**src/hw/rtl/mbrs_pkg.sv**
```systemverilog
// Shared types, constants and CRC helper for the Modbus RTU slave frame handler.
package mbrs_pkg;
	localparam int FRAME_BYTES = 8;
	localparam int BANK_REGS = 16;
	localparam int BANK_AW = $clog2(BANK_REGS);
	localparam int MAX_REPLY_WORDS = 16;
	localparam logic [15:0] CRC_POLY = 16'hA001;
	localparam logic [15:0] CRC_INIT = 16'hFFFF;
	localparam logic [7:0] FN_READ = 8'h03;
	localparam logic [7:0] FN_WRITE = 8'h06;
	localparam logic [7:0] BCAST_ADDR = 8'h00;

	localparam logic [1:0] REG_DEV_ADDR = 2'd0;
	localparam logic [1:0] REG_TIMEOUT = 2'd1;
	localparam logic [1:0] REG_MAX_READ = 2'd2;
	localparam logic [1:0] REG_READ_LIM = 2'd3;

	typedef logic [7:0] frame_t [FRAME_BYTES];

	typedef struct packed {
		logic [7:0] len;
		logic [FRAME_BYTES*8-1:0] bytes;
	} job_t;

	function automatic logic [15:0] crc_byte(input logic [15:0] crc_in, input logic [7:0] d);
		logic [15:0] c;
		c = crc_in ^ {8'h00, d};
		for (int b = 0; b < 8; b++) begin
			if (c[0]) begin
				c = (c >> 1) ^ CRC_POLY;
			end else begin
				c = c >> 1;
			end
		end
		return c;
	endfunction
endpackage

```
**src/hw/rtl/mbrs_front.sv**
```systemverilog
// Front end: gathers received bytes, tracks line silence and issues frame jobs.
module mbrs_front (
	input  logic              clk,
	input  logic              arst_n,
	input  logic [7:0]        device_address,
	input  logic [15:0]       timeout_limit,
	input  logic              push,
	output logic              full,
	input  logic              mode,
	input  logic [7:0]        rx_byte,
	input  logic              end_of_chunk,
	output logic              job_push,
	output mbrs_pkg::job_t    job,
	input  logic              job_full
);
	import mbrs_pkg::*;

	logic [7:0]  len_q;
	logic [7:0]  store_q [FRAME_BYTES];
	logic [15:0] silence_q;
	logic        timed_out_q;

	logic        accept;
	logic [7:0]  len_inc;
	logic [7:0]  len_byte;
	logic        to_next;
	logic        fire;
	logic [7:0]  store_n [FRAME_BYTES];

	assign full = job_full;
	assign accept = push && !job_full;

	always_comb begin
		len_inc = (len_q < 8'd255) ? len_q + 8'd1 : len_q;
		len_byte = len_inc;
		if (len_inc == 8'd1 && rx_byte != device_address && rx_byte != BCAST_ADDR) begin
			len_byte = 8'd0;
		end
		for (int i = 0; i < FRAME_BYTES; i++) begin
			store_n[i] = store_q[i];
		end
		if (len_q < 8'(FRAME_BYTES)) begin
			store_n[len_q[2:0]] = rx_byte;
		end
		to_next = timed_out_q || (silence_q > timeout_limit);
		if (!mode) begin
			fire = end_of_chunk && (len_byte != 8'd0);
			job.len = len_byte;
		end else begin
			fire = to_next && (len_q != 8'd0);
			job.len = len_q;
		end
		for (int i = 0; i < FRAME_BYTES; i++) begin
			job.bytes[i*8 +: 8] = mode ? store_q[i] : store_n[i];
		end
	end

	assign job_push = accept && fire;

	always_ff @(posedge clk) begin
		if (accept && !mode) begin
			for (int i = 0; i < FRAME_BYTES; i++) begin
				store_q[i] <= store_n[i];
			end
		end
	end

	always_ff @(posedge clk or negedge arst_n) begin
		if (!arst_n) begin
			len_q <= 8'd0;
			silence_q <= 16'd0;
			timed_out_q <= 1'b0;
		end else if (accept) begin
			if (!mode) begin
				silence_q <= 16'd0;
				timed_out_q <= 1'b0;
				len_q <= end_of_chunk ? 8'd0 : len_byte;
			end else if (fire) begin
				// handled on timeout: restart silence tracking
				silence_q <= 16'd0;
				timed_out_q <= 1'b0;
				len_q <= 8'd0;
			end else if (!timed_out_q) begin
				timed_out_q <= to_next;
				if (silence_q != 16'hFFFF) begin
					silence_q <= silence_q + 16'd1;
				end
			end
		end
	end
endmodule

```
**src/hw/rtl/mbrs_jobq.sv**
```systemverilog
// Two-entry queue of frame jobs between front and back end.
module mbrs_jobq (
	input  logic           clk,
	input  logic           arst_n,
	input  logic           push,
	input  mbrs_pkg::job_t din,
	output logic           full,
	input  logic           pop,
	output logic           empty,
	output mbrs_pkg::job_t dout
);
	import mbrs_pkg::*;

	job_t       mem_q [2];
	logic       wptr_q;
	logic       rptr_q;
	logic [1:0] cnt_q;

	assign full = (cnt_q == 2'd2);
	assign empty = (cnt_q == 2'd0);
	assign dout = mem_q[rptr_q];

	always_ff @(posedge clk) begin
		if (push && !full) begin
			mem_q[wptr_q] <= din;
		end
	end

	always_ff @(posedge clk or negedge arst_n) begin
		if (!arst_n) begin
			wptr_q <= 1'b0;
			rptr_q <= 1'b0;
			cnt_q <= 2'd0;
		end else begin
			if (push && !full) wptr_q <= ~wptr_q;
			if (pop && !empty) rptr_q <= ~rptr_q;
			cnt_q <= cnt_q + 2'(push && !full) - 2'(pop && !empty);
		end
	end
endmodule

```
**src/hw/rtl/mbrs_back.sv**
```systemverilog
// Back end: checks CRC, executes read/write requests and queues reply bytes.
module mbrs_back (
	input  logic           clk,
	input  logic           arst_n,
	input  logic [7:0]     device_address,
	input  logic [4:0]     max_read_count,
	input  logic [4:0]     readable_limit,
	input  logic           job_empty,
	input  mbrs_pkg::job_t job,
	output logic           job_pop,
	output logic           empty,
	input  logic           pop,
	output logic [7:0]     tx_byte,
	output logic           last_byte
);
	import mbrs_pkg::*;

	localparam logic [1:0] ST_IDLE = 2'd0;
	localparam logic [1:0] ST_CRC = 2'd1;
	localparam logic [1:0] ST_CHECK = 2'd2;
	localparam logic [1:0] ST_EMIT = 2'd3;

	logic [1:0]  state_q;
	logic [7:0]  fr_q [FRAME_BYTES];
	logic [15:0] crc_q;
	logic [2:0]  idx_q;
	logic [5:0]  k_q;
	logic        is_read_q;
	logic [15:0] bank_q [BANK_REGS];

	logic [8:0]  ob_q [2];
	logic        ow_q;
	logic        or_q;
	logic [1:0]  oc_q;
	logic        ofull;

	logic [15:0] reg_a;
	logic [15:0] reg_b;
	logic [16:0] a_plus_b;
	logic        read_ok;
	logic [5:0]  n_bytes;
	logic [5:0]  rel;
	logic [16:0] r_addr;
	logic [15:0] r_val;
	logic [7:0]  e_byte;
	logic        e_last;
	logic        do_emit;

	assign reg_a = {fr_q[2], fr_q[3]};
	assign reg_b = {fr_q[4], fr_q[5]};
	assign a_plus_b = {1'b0, reg_a} + {1'b0, reg_b};
	assign read_ok = (reg_b != 16'd0) && (reg_b <= {11'd0, max_read_count})
		&& (reg_b <= 16'(MAX_REPLY_WORDS)) && (a_plus_b <= {12'd0, readable_limit});
	assign n_bytes = 6'd3 + {reg_b[4:0], 1'b0};
	assign ofull = (oc_q == 2'd2);
	assign do_emit = (state_q == ST_EMIT) && !ofull;
	assign job_pop = (state_q == ST_IDLE) && !job_empty;

	always_comb begin
		rel = k_q - 6'd3;
		r_addr = {1'b0, reg_a} + {12'd0, rel[5:1]};
		r_val = (r_addr < 17'(BANK_REGS)) ? bank_q[r_addr[BANK_AW-1:0]] : 16'd0;
		e_last = 1'b0;
		if (is_read_q) begin
			priority if (k_q == 6'd0) e_byte = device_address;
			else if (k_q == 6'd1) e_byte = FN_READ;
			else if (k_q == 6'd2) e_byte = {reg_b[6:0], 1'b0};
			else if (k_q == n_bytes) e_byte = crc_q[7:0];
			else if (k_q == n_bytes + 6'd1) begin
				e_byte = crc_q[15:8];
				e_last = 1'b1;
			end else e_byte = rel[0] ? r_val[7:0] : r_val[15:8];
		end else begin
			e_byte = fr_q[k_q[2:0]];
			e_last = (k_q == 6'(FRAME_BYTES - 1));
		end
	end

	always_ff @(posedge clk) begin
		if (job_pop) begin
			for (int i = 0; i < FRAME_BYTES; i++) begin
				fr_q[i] <= job.bytes[i*8 +: 8];
			end
		end
		if (do_emit) begin
			ob_q[ow_q] <= {e_last, e_byte};
		end
	end

	always_ff @(posedge clk or negedge arst_n) begin
		if (!arst_n) begin
			state_q <= ST_IDLE;
			crc_q <= CRC_INIT;
			idx_q <= 3'd0;
			k_q <= 6'd0;
			is_read_q <= 1'b0;
			for (int i = 0; i < BANK_REGS; i++) bank_q[i] <= 16'd0;
		end else begin
			unique case (state_q)
				ST_IDLE: begin
					if (job_pop) begin
						crc_q <= CRC_INIT;
						idx_q <= 3'd0;
						// drop short/long frames and foreign addresses
						if (job.len == 8'(FRAME_BYTES) && (job.bytes[7:0] == device_address
							|| job.bytes[7:0] == BCAST_ADDR)) begin
							state_q <= ST_CRC;
						end
					end
				end
				ST_CRC: begin
					crc_q <= crc_byte(crc_q, fr_q[idx_q]);
					idx_q <= idx_q + 3'd1;
					if (idx_q == 3'd5) state_q <= ST_CHECK;
				end
				ST_CHECK: begin
					k_q <= 6'd0;
					state_q <= ST_IDLE;
					if (crc_q == {fr_q[7], fr_q[6]}) begin
						if (fr_q[1] == FN_READ && read_ok) begin
							is_read_q <= 1'b1;
							crc_q <= CRC_INIT;
							state_q <= ST_EMIT;
						end else if (fr_q[1] == FN_WRITE) begin
							is_read_q <= 1'b0;
							if (reg_a < 16'(BANK_REGS)) bank_q[reg_a[BANK_AW-1:0]] <= reg_b;
							state_q <= ST_EMIT;
						end
					end
				end
				ST_EMIT: begin
					if (do_emit) begin
						if (is_read_q && k_q < n_bytes) crc_q <= crc_byte(crc_q, e_byte);
						k_q <= k_q + 6'd1;
						if (e_last) state_q <= ST_IDLE;
					end
				end
				default: state_q <= ST_IDLE;
			endcase
		end
	end

	assign empty = (oc_q == 2'd0);
	assign tx_byte = ob_q[or_q][7:0];
	assign last_byte = ob_q[or_q][8];

	always_ff @(posedge clk or negedge arst_n) begin
		if (!arst_n) begin
			ow_q <= 1'b0;
			or_q <= 1'b0;
			oc_q <= 2'd0;
		end else begin
			if (do_emit) ow_q <= ~ow_q;
			if (pop && !empty) or_q <= ~or_q;
			oc_q <= oc_q + 2'(do_emit) - 2'(pop && !empty);
		end
	end
endmodule

```
**src/hw/rtl/modbus_rtu_slave_frame_handler.sv**
```systemverilog
// Top level of the Modbus RTU slave frame handler: register port and module wiring.
//
// Usage: push one request per received byte (mode 0, rx_byte, end_of_chunk)
// or per timer tick (mode 1) while full is low. Reply bytes come out of a
// queue interface: tx_byte/last_byte are valid while empty is low and are
// taken with pop. Configuration is written over the APB-style port while
// the block is idle; pready is always high.
// The front end takes one request per cycle while full is low; a request
// that completes a frame hands a job to a two-entry job queue. The back end
// takes the job, runs the request CRC over bytes 0 to 5, checks the frame
// and, if it passes, emits the reply (8 bytes for a write echo, 7 to 37 for
// a read); read bytes before the CRC go through the reply CRC. The first
// reply byte passes the job queue, the CRC and check states and the reply
// buffer; no new job is taken before the last reply byte is written. full
// rises only when the job queue holds two frames waiting for the back end.
// When the receiver stalls (pop low), the two-entry reply buffer fills and
// the back end holds; the front end keeps accepting bytes until the job
// queue is full. Reset clears lengths, timers, register bank, all queues
// and restores the register defaults.
module modbus_rtu_slave_frame_handler (
	input  logic        clk,
	input  logic        arst_n,
	input  logic        psel,
	input  logic        penable,
	input  logic        pwrite,
	input  logic [3:0]  paddr,
	input  logic [31:0] pwdata,
	output logic [31:0] prdata,
	output logic        pready,
	input  logic        push,
	output logic        full,
	input  logic        mode,
	input  logic [7:0]  rx_byte,
	input  logic        end_of_chunk,
	output logic        empty,
	input  logic        pop,
	output logic [7:0]  tx_byte,
	output logic        last_byte
);
	import mbrs_pkg::*;

	logic [7:0]  dev_addr_q;
	logic [15:0] timeout_q;
	logic [4:0]  max_read_q;
	logic [4:0]  read_lim_q;

	logic        jq_push;
	logic        jq_full;
	logic        jq_pop;
	logic        jq_empty;
	job_t        jq_din;
	job_t        jq_dout;

	assign pready = 1'b1;

	// Register file: index is the word address.
	always_ff @(posedge clk or negedge arst_n) begin
		if (!arst_n) begin
			dev_addr_q <= 8'd1;
			timeout_q <= 16'd3;
			max_read_q <= 5'd16;
			read_lim_q <= 5'd14;
		end else if (psel && penable && pwrite) begin
			unique case (paddr[3:2])
				REG_DEV_ADDR: dev_addr_q <= pwdata[7:0];
				REG_TIMEOUT:  timeout_q <= pwdata[15:0];
				REG_MAX_READ: max_read_q <= pwdata[4:0];
				REG_READ_LIM: read_lim_q <= pwdata[4:0];
				default: ;
			endcase
		end
	end

	always_comb begin
		unique case (paddr[3:2])
			REG_DEV_ADDR: prdata = {24'd0, dev_addr_q};
			REG_TIMEOUT:  prdata = {16'd0, timeout_q};
			REG_MAX_READ: prdata = {27'd0, max_read_q};
			REG_READ_LIM: prdata = {27'd0, read_lim_q};
			default:      prdata = 32'd0;
		endcase
	end

	mbrs_front u_front (
		.clk            (clk),
		.arst_n         (arst_n),
		.device_address (dev_addr_q),
		.timeout_limit  (timeout_q),
		.push           (push),
		.full           (full),
		.mode           (mode),
		.rx_byte        (rx_byte),
		.end_of_chunk   (end_of_chunk),
		.job_push       (jq_push),
		.job            (jq_din),
		.job_full       (jq_full)
	);

	mbrs_jobq u_jobq (
		.clk    (clk),
		.arst_n (arst_n),
		.push   (jq_push),
		.din    (jq_din),
		.full   (jq_full),
		.pop    (jq_pop),
		.empty  (jq_empty),
		.dout   (jq_dout)
	);

	mbrs_back u_back (
		.clk            (clk),
		.arst_n         (arst_n),
		.device_address (dev_addr_q),
		.max_read_count (max_read_q),
		.readable_limit (read_lim_q),
		.job_empty      (jq_empty),
		.job            (jq_dout),
		.job_pop        (jq_pop),
		.empty          (empty),
		.pop            (pop),
		.tx_byte        (tx_byte),
		.last_byte      (last_byte)
	);
endmodule
```
**config.mk**
```make
export PLATFORM = sky130hd
export DESIGN_NAME = modbus_rtu_slave_frame_handler
export DESIGN_NICKNAME = d
export VERILOG_FILES = /design/src/hw/rtl/mbrs_pkg.sv /design/src/hw/rtl/mbrs_front.sv /design/src/hw/rtl/mbrs_jobq.sv /design/src/hw/rtl/mbrs_back.sv /design/src/hw/rtl/modbus_rtu_slave_frame_handler.sv
export SDC_FILE = /design/constraint.sdc
export NUM_CORES = 1
export LEC_CHECK = 0
export BUFFER_PORTS_ARGS = -buffer_cell sky130_fd_sc_hd__buf_2
export CORE_MARGIN = 3
export CORE_UTILIZATION = 45
export DETAILED_ROUTE_END_ITERATION = 10
export GPL_TIMING_DRIVEN = 0
export SYNTH_ARGS = -nofsm -noshare
export SYNTH_HDL_FRONTEND = slang
export SYNTH_SLANG_ARGS = --single-unit
```
**constraint.sdc**
```tcl
create_clock -name clk -period 8.7 [get_ports clk]
set_input_delay 0.435 -clock clk [delete_from_list [all_inputs] [get_ports clk]]
set_output_delay 0.435 -clock clk [all_outputs]
set_load 0.01 [all_outputs]
```
==> flow_summary.json, run 1 <==
{
  "critPathMaxFanout": 10,
  "pre_cts_ws_ps": 1140,
  "p_leak_nw": 15.1,
  "hold_viol": 0,
  "diodes": 0,
  "die_w_um": 275,
  "synth-xor-area-share_pct": 3.11,
  "synth_edf_count": 290,
  "htreeDepth": 3,
  "synth_seq_cells": 641,
  "synthMuxAreaShare_pct": 24.2,
  "cp.required_ps": 9240,
  "synth_area_leaders": "edfxtp_1, dfrtp_1, mux2_2, mux4_2, ha_1",
  "fmax_ghz": 0.132,
  "cp-start-kind": "flop",
  "hpwl_um": 64600,
  "total_power_mw": 11.8,
  "drt_pass1_iterations": 7,
  "ys_seq_area_share_pct": 53.9,
  "dieHeight_um": 275,
  "num-fill-cells": 5954,
  "async_flop_share_pct": 54.8,
  "arrival_ps": 8130,
  "syn_area_mm2": 0.0325,
  "cts_buffer_depth": 3,
  "track_usage_pct": 24.3,
  "setup_slack_ps": 1110,
  "rows": 97,
  "area_growth_pct": 13.1,
  "clock_skew_ps": 27.2,
  "port_buffers": 53,
  "synth_top_area_share_pct": 26.8,
  "ir_drop_mv": 0.296,
  "cts_resized": 0,
  "final_layout_size_suffix_gt1_share_pct": 31.9,
  "synth_top_family_by_area": "multiplexers",
  "ant_nets": 0,
  "synthAdderAreaFrac_pct": 2.78,
  "critical_path_class": "flop to flop",
  "whs_ps": 27.3,
  "grt_pass1_wl_um": 137000,
  "worstMarginPinSlew_ps": 1180,
  "utilization_pct": 51.9,
  "wl_per_cell_um": 25.5,
  "cts_buffers": 71,
  "synth_compound_area_share_pct": 6.07,
  "yosysWarnings": 0,
  "rsz0062_at_grt": "false",
  "maxSlewViolCount": 0,
  "synth_common_cells": "mux2_2, dfrtp_1, edfxtp_1",
  "antenna_found_initial": 0,
  "finalSetupViolCount": 0,
  "overflow": 0,
  "avgSynthCellArea_um2": 13.6,
  "core_mm2": 0.0708,
  "grt_max_degree": 116,
  "hold_path_class": "input pin to flop",
  "power_density_mw_per_mm2": 322,
  "clock_latency_ps": 640,
  "maxSlewHeadroom_pct": 20.7,
  "synth-simple-area-share_pct": 6.70,
  "timing.max_cap.violations": 0,
  "vias": 21000,
  "final.setup.tns_ps": 0,
  "yosys.area.top_type": "edfxtp_1",
  "fin_nets": 2674,
  "status": "finished clean",
  "first_global_vias": 21300,
  "cts_root_buf": "clkbuf_16",
  "min_period_over_period_pct": 87.3,
  "start_util_pct": 45.9,
  "crit_path_end_kind": "flop",
  "vias_per_cell": 5.93,
  "tritoncts": "yes",
  "gp_congestion": 0.922,
  "yosysMostFrequentCell": "mux2_2",
  "fin_crit_ps": 7590,
  "postSynthCellCount": 2395,
  "io_pins": 97,
  "remaining_drc_errors": 0,
  "drt_wl_total_um": 90300,
  "synth.distinct_cells": 92,
  "drt_iter0_markers": 2077,
  "die_area_mm2": 0.0755,
  "clkTransAtPathRegs_ps": 60,
  "synth-main-ff-cell": "dfrtp_1",
  "numClockSinks": 641
}
[worst max-delay path: stages, from the launching register on]
cell     delay (ps)
dfrtp_1         490
buf_2           360
buf_1           610
inv_1           150
ha_1            340
ha_1            240
fa_1            490
buf_2           290
buf_2           380
buf_2           400
buf_1           700
mux4_2          430
mux4_2          470
mux2i_1         580
o31a_1          200
o21ai_1          60
o21ai_0         240
xor2_1          310
xnor2_1         140
o211a_1         220
o41a_1          360
[report_power, final]
group | leakage (nW) | internal [mW] | switching [mW]
sequential | 7.36 | 3.61 | 0.324
clock | 1.17 | 1.81 | 1.27
combinational | 6.51 | 1.97 | 2.84
total | 15.1 | 7.39 | 4.44
[worst paths after layout]
| path | end | startpoint | depth (start not counted) | slack [ps] |
|---|---|---|---|---|
| worst max register to register | u_back.crc_q[0] | u_back.k_q[1] | 20 | 1110 |
| worst min-delay path | timeout_q[8] | pwdata[8] | 3 | 30 |
| worst min register to register | u_back.bank_q[145] | u_back.bank_q[145] | 2 | 480 |
| max in group asynchronous | u_back.bank_q[255] | arst_n | 4 | 6860 |
| min in group asynchronous | u_back.or_q | arst_n | 2 | 340 |
| worst max-delay path | u_back.crc_q[0] | u_back.k_q[1] | 20 | 1110 |
[routing by layer]
metal / track usage, % / wire length, um
met4: 7.80 / 2880
met3: 3.48 / 5420
met2: 37.5 / 41200
met5: 0 / 0
met1: 35.5 / 40800
[stage by stage]
| step | cell area, um^2 | cells |
|---|---|---|
| 6_report | 36800 | 3546 |
| 5_1_grt | 36800 | 3546 |
| 4_1_cts | 36700 | 3546 |
| 3_5_place_dp | 34300 | 3414 |
| 3_3_place_gp | 34000 | 3403 |
| 2_1_floorplan | 32600 | 2410 |
[sequential cells by signal (all words and copies together) (netlist names), 8 cells and up]
name               cells
dev_addr_q             8
timeout_q             16
u_back.bank_q        256
u_back.crc_q          16
u_back.fr_q           64
u_back.ob_q           18
u_front.len_q          8
u_front.silence_q     16
u_front.store_q       64
u_jobq.mem_q         144
[cell usage in the layout, fill, tap and decap left out, types with 7 or more instances in the layout]
cell type  netlist  layout
a211oi_1         8       8
a21o_1          21      21
a21oi_1         61      61
a31oi_1         16      16
and2_1          17      16
and3_1          19      19
buf_1           18      18
buf_2           14      66
buf_4           21      21
buf_6            5       7
clkbuf_1       106     118
clkbuf_16        0      73
clkbuf_8         0       8
clkinv_1         1       9
clkinv_2         0      10
conb_1           2      17
dfrtp_1        328     328
dfstp_2         23      23
edfxtp_1       290     290
ha_1            69      69
inv_1           79      78
mux2_2         450     450
mux2i_1         38      38
mux4_2         107     107
nand2_1        135     135
nand2b_1        10      10
nand3_1         62      62
nand4_1         23      23
nor2_1          74      73
nor2b_1         14      13
nor3_1          22      19
nor4_1          22      21
o211ai_1         7       7
o21ai_0         97      97
o31ai_1          8       8
xnor2_1         61      61
xor2_1          40      40
[timing repair]
action                                 4_1_cts  5_1_grt
endpoints found under the hold margin       51        0
hold buffers                                 3        0
setup buffers                                0        0
[final cells by class]
| cell class | count | area [um^2] | share of cell area (%) |
|---|---|---|---|
| clock buffer | 93 | 1980 | 5.39 |
| tap | 940 | 1180 | 3.20 |
| timing repair buffer | 67 | 546 | 1.48 |
| inverter | 82 | 308 | 0.837 |
| multi-input combinational | 1523 | 14000 | 38.2 |
| sequential | 641 | 17500 | 47.7 |
| buffer | 164 | 749 | 2.04 |
| clock inverter | 36 | 440 | 1.20 |
[cell families after synthesis]
| group | Yosys count |
|---|---|
| DFF | 641 |
| muxes | 595 |
| and+or+nand+nor | 434 |
| AOI/OAI and AO/OA | 299 |
| buffers and inverters | 246 |
| xor gates and xnor gates | 107 |
| adders and majority gates | 71 |
| other | 2 |
No activity file was read; power rests on OpenSTA's default activity.
==> inputs of run 2 (changes only) <==
Settings changed: MAX_ROUTING_LAYER from default to met4.
==> flow_summary.json, run 2 (same netlist as run 1, synthesis figures left out) <==
{
  "total_power_mw": 11.7,
  "critical_path_class": "flop to flop",
  "first_global_vias": 21200,
  "rsz0062_at_grt": "false",
  "cts_hold_buf": 6,
  "setup_slack_ps": 1080,
  "detailed_place.area_mm2": 0.0343,
  "rrSetupSlack_ps": 1080,
  "fin_crit_ps": 7620,
  "drt_wl_total_um": 90900,
  "cts_setup_buffers": 0,
  "cts_buffers": 72,
  "tritoncts": "yes",
  "final_cell_mix": "mux2_2, dfrtp_1, edfxtp_1",
  "final_design_area_no_fill_mm2": 0.0366,
  "track_usage_pct": 25.2,
  "final_layout_size_suffix_gt1_share_pct": 31.7,
  "ant_nets": 0,
  "antenna_found_initial": 1,
  "status": "finished clean",
  "port_buffers": 53,
  "vias_per_cell": 5.92,
  "min_period_over_period_pct": 87.5,
  "clock_latency_ps": 630,
  "die_w_um": 275,
  "numClockSinks": 641,
  "area_growth_pct": 12.6,
  "maxSlewViolCount": 0,
  "largest_registers": "u_back.bank_q x256, u_jobq.mem_q x144",
  "htreeDepth": 3,
  "cts_buffer_depth": 3,
  "crit_path_end_kind": "flop",
  "cts_resized": 0,
  "remaining_drc_errors": 0,
  "clkTransAtPathRegs_ps": 60,
  "rows": 97,
  "cp.required_ps": 9240,
  "drt_pass1_iterations": 5,
  "wl_per_cell_um": 25.6,
  "dieHeight_um": 275,
  "grt_pass1_wl_um": 138000,
  "p_leak_nw": 15.0,
  "timing.max_cap.violations": 0,
  "start_util_pct": 45.9,
  "pre_cts_ws_ps": 1110,
  "overflow": 0,
  "fin_nets": 2678,
  "regMostFlops": "u_back.bank_q",
  "ir_drop_mv": 0.299,
  "arrival_ps": 8150,
  "clock_skew_ps": 32.1,
  "hold_viol": 0,
  "worstMarginPinSlew_ps": 1300,
  "die_area_mm2": 0.0755,
  "vias": 21000,
  "maxSlewHeadroom_pct": 12.9,
  "io_pins": 97,
  "power_density_mw_per_mm2": 319,
  "cts_root_buf": "clkbuf_16",
  "cp-start-kind": "flop",
  "finalSetupViolCount": 0,
  "fmax_ghz": 0.131,
  "drt_iter0_markers": 1711,
  "hold_path_class": "input pin to flop",
  "critPathMaxFanout": 10,
  "largest_register_ffs": 256,
  "layout_commonest_cell": "mux2_2",
  "grt_max_degree": 111,
  "hpwl_um": 65100,
  "gp_congestion": 0.923,
  "core_mm2": 0.0708
}
-- run 2: changes by cell type in the layout (fill, tap and decap cells not counted), sizes merged --
cell         previous run  this run
diode                   0         1
dlygate4sd3             3         6
bufinv                  6         2
clkinv                 23        18
clkbuf                199       206
clkinvlp                4         3
-- run 2: metrics by stage --
step | util [%] | instances | hold WS, ps | setup TNS (ps)
after CTS | 51.7 | 3546 | 1.21 | 0
final | 51.7 | 3547 | 30.7 | 0
after global placement | 48.1 | 3403 | 456 | -17070
after detailed placement | 48.5 | 3414 | 448 | 0
after floorplan | - | 2410 | 139 | 0
after global routing | 51.7 | 3546 | 31.0 | 0
-- run 2: worst paths after layout --
check / cells past startpoint / to / startpoint
max: 20 / u_back.crc_q[0] / u_back.k_q[1]
min: 3 / timeout_q[12] / pwdata[12]
max reg2reg: 20 / u_back.crc_q[0] / u_back.k_q[1]
min reg2reg: 2 / u_back.bank_q[32] / u_back.bank_q[32]
max in group asynchronous: 4 / u_back.bank_q[47] / arst_n
min in group asynchronous: 2 / u_back.or_q / arst_n
-- run 2: final cells by class --
class | count | area, um^2
Timing Repair Buffer | 70 | 576
Tap cell | 940 | 1180
Antenna cell | 1 | 2.50
Clock inverter | 26 | 259
Buffer | 164 | 749
Multi-Input combinational cell | 1523 | 14000
Clock buffer | 100 | 2000
Fill cell | 6024 | 34100
Inverter | 82 | 308
Sequential cell | 641 | 17500
-- run 2: report_power, final --
group / internal (mW) / switching, mW / total, mW
sequential: 3.61 / 0.323 / 3.93
combinational: 1.97 / 2.86 / 4.84
clock: 1.68 / 1.25 / 2.92
-- run 2: worst max-delay path, stage by stage, from the launching register on --
cell      delay [ps]
dfrtp_1          490
buf_2            370
buf_1            620
inv_1            160
ha_1             360
ha_1             250
fa_1             480
buf_2            300
buf_2            380
clkbuf_1         780
mux4_2           410
mux2i_1           80
a22oi_1          550
nand3_1          190
o21ai_1          360
xor2_1           330
xnor2_1          220
xnor3_2          420
xnor2_1          170
o211a_1          220
o41a_1           360
-- run 2: metal layers --
metal | part of all wire, % | global-route usage [%] | vias to the layer above
met5 | 0 | - | -
met4 | 2.8 | 6.74 | 0
met3 | 6.0 | 3.56 | 155
met2 | 46 | 38.1 | 637
met1 | 45 | 35.9 | 10900
li1 | - | - | 9267
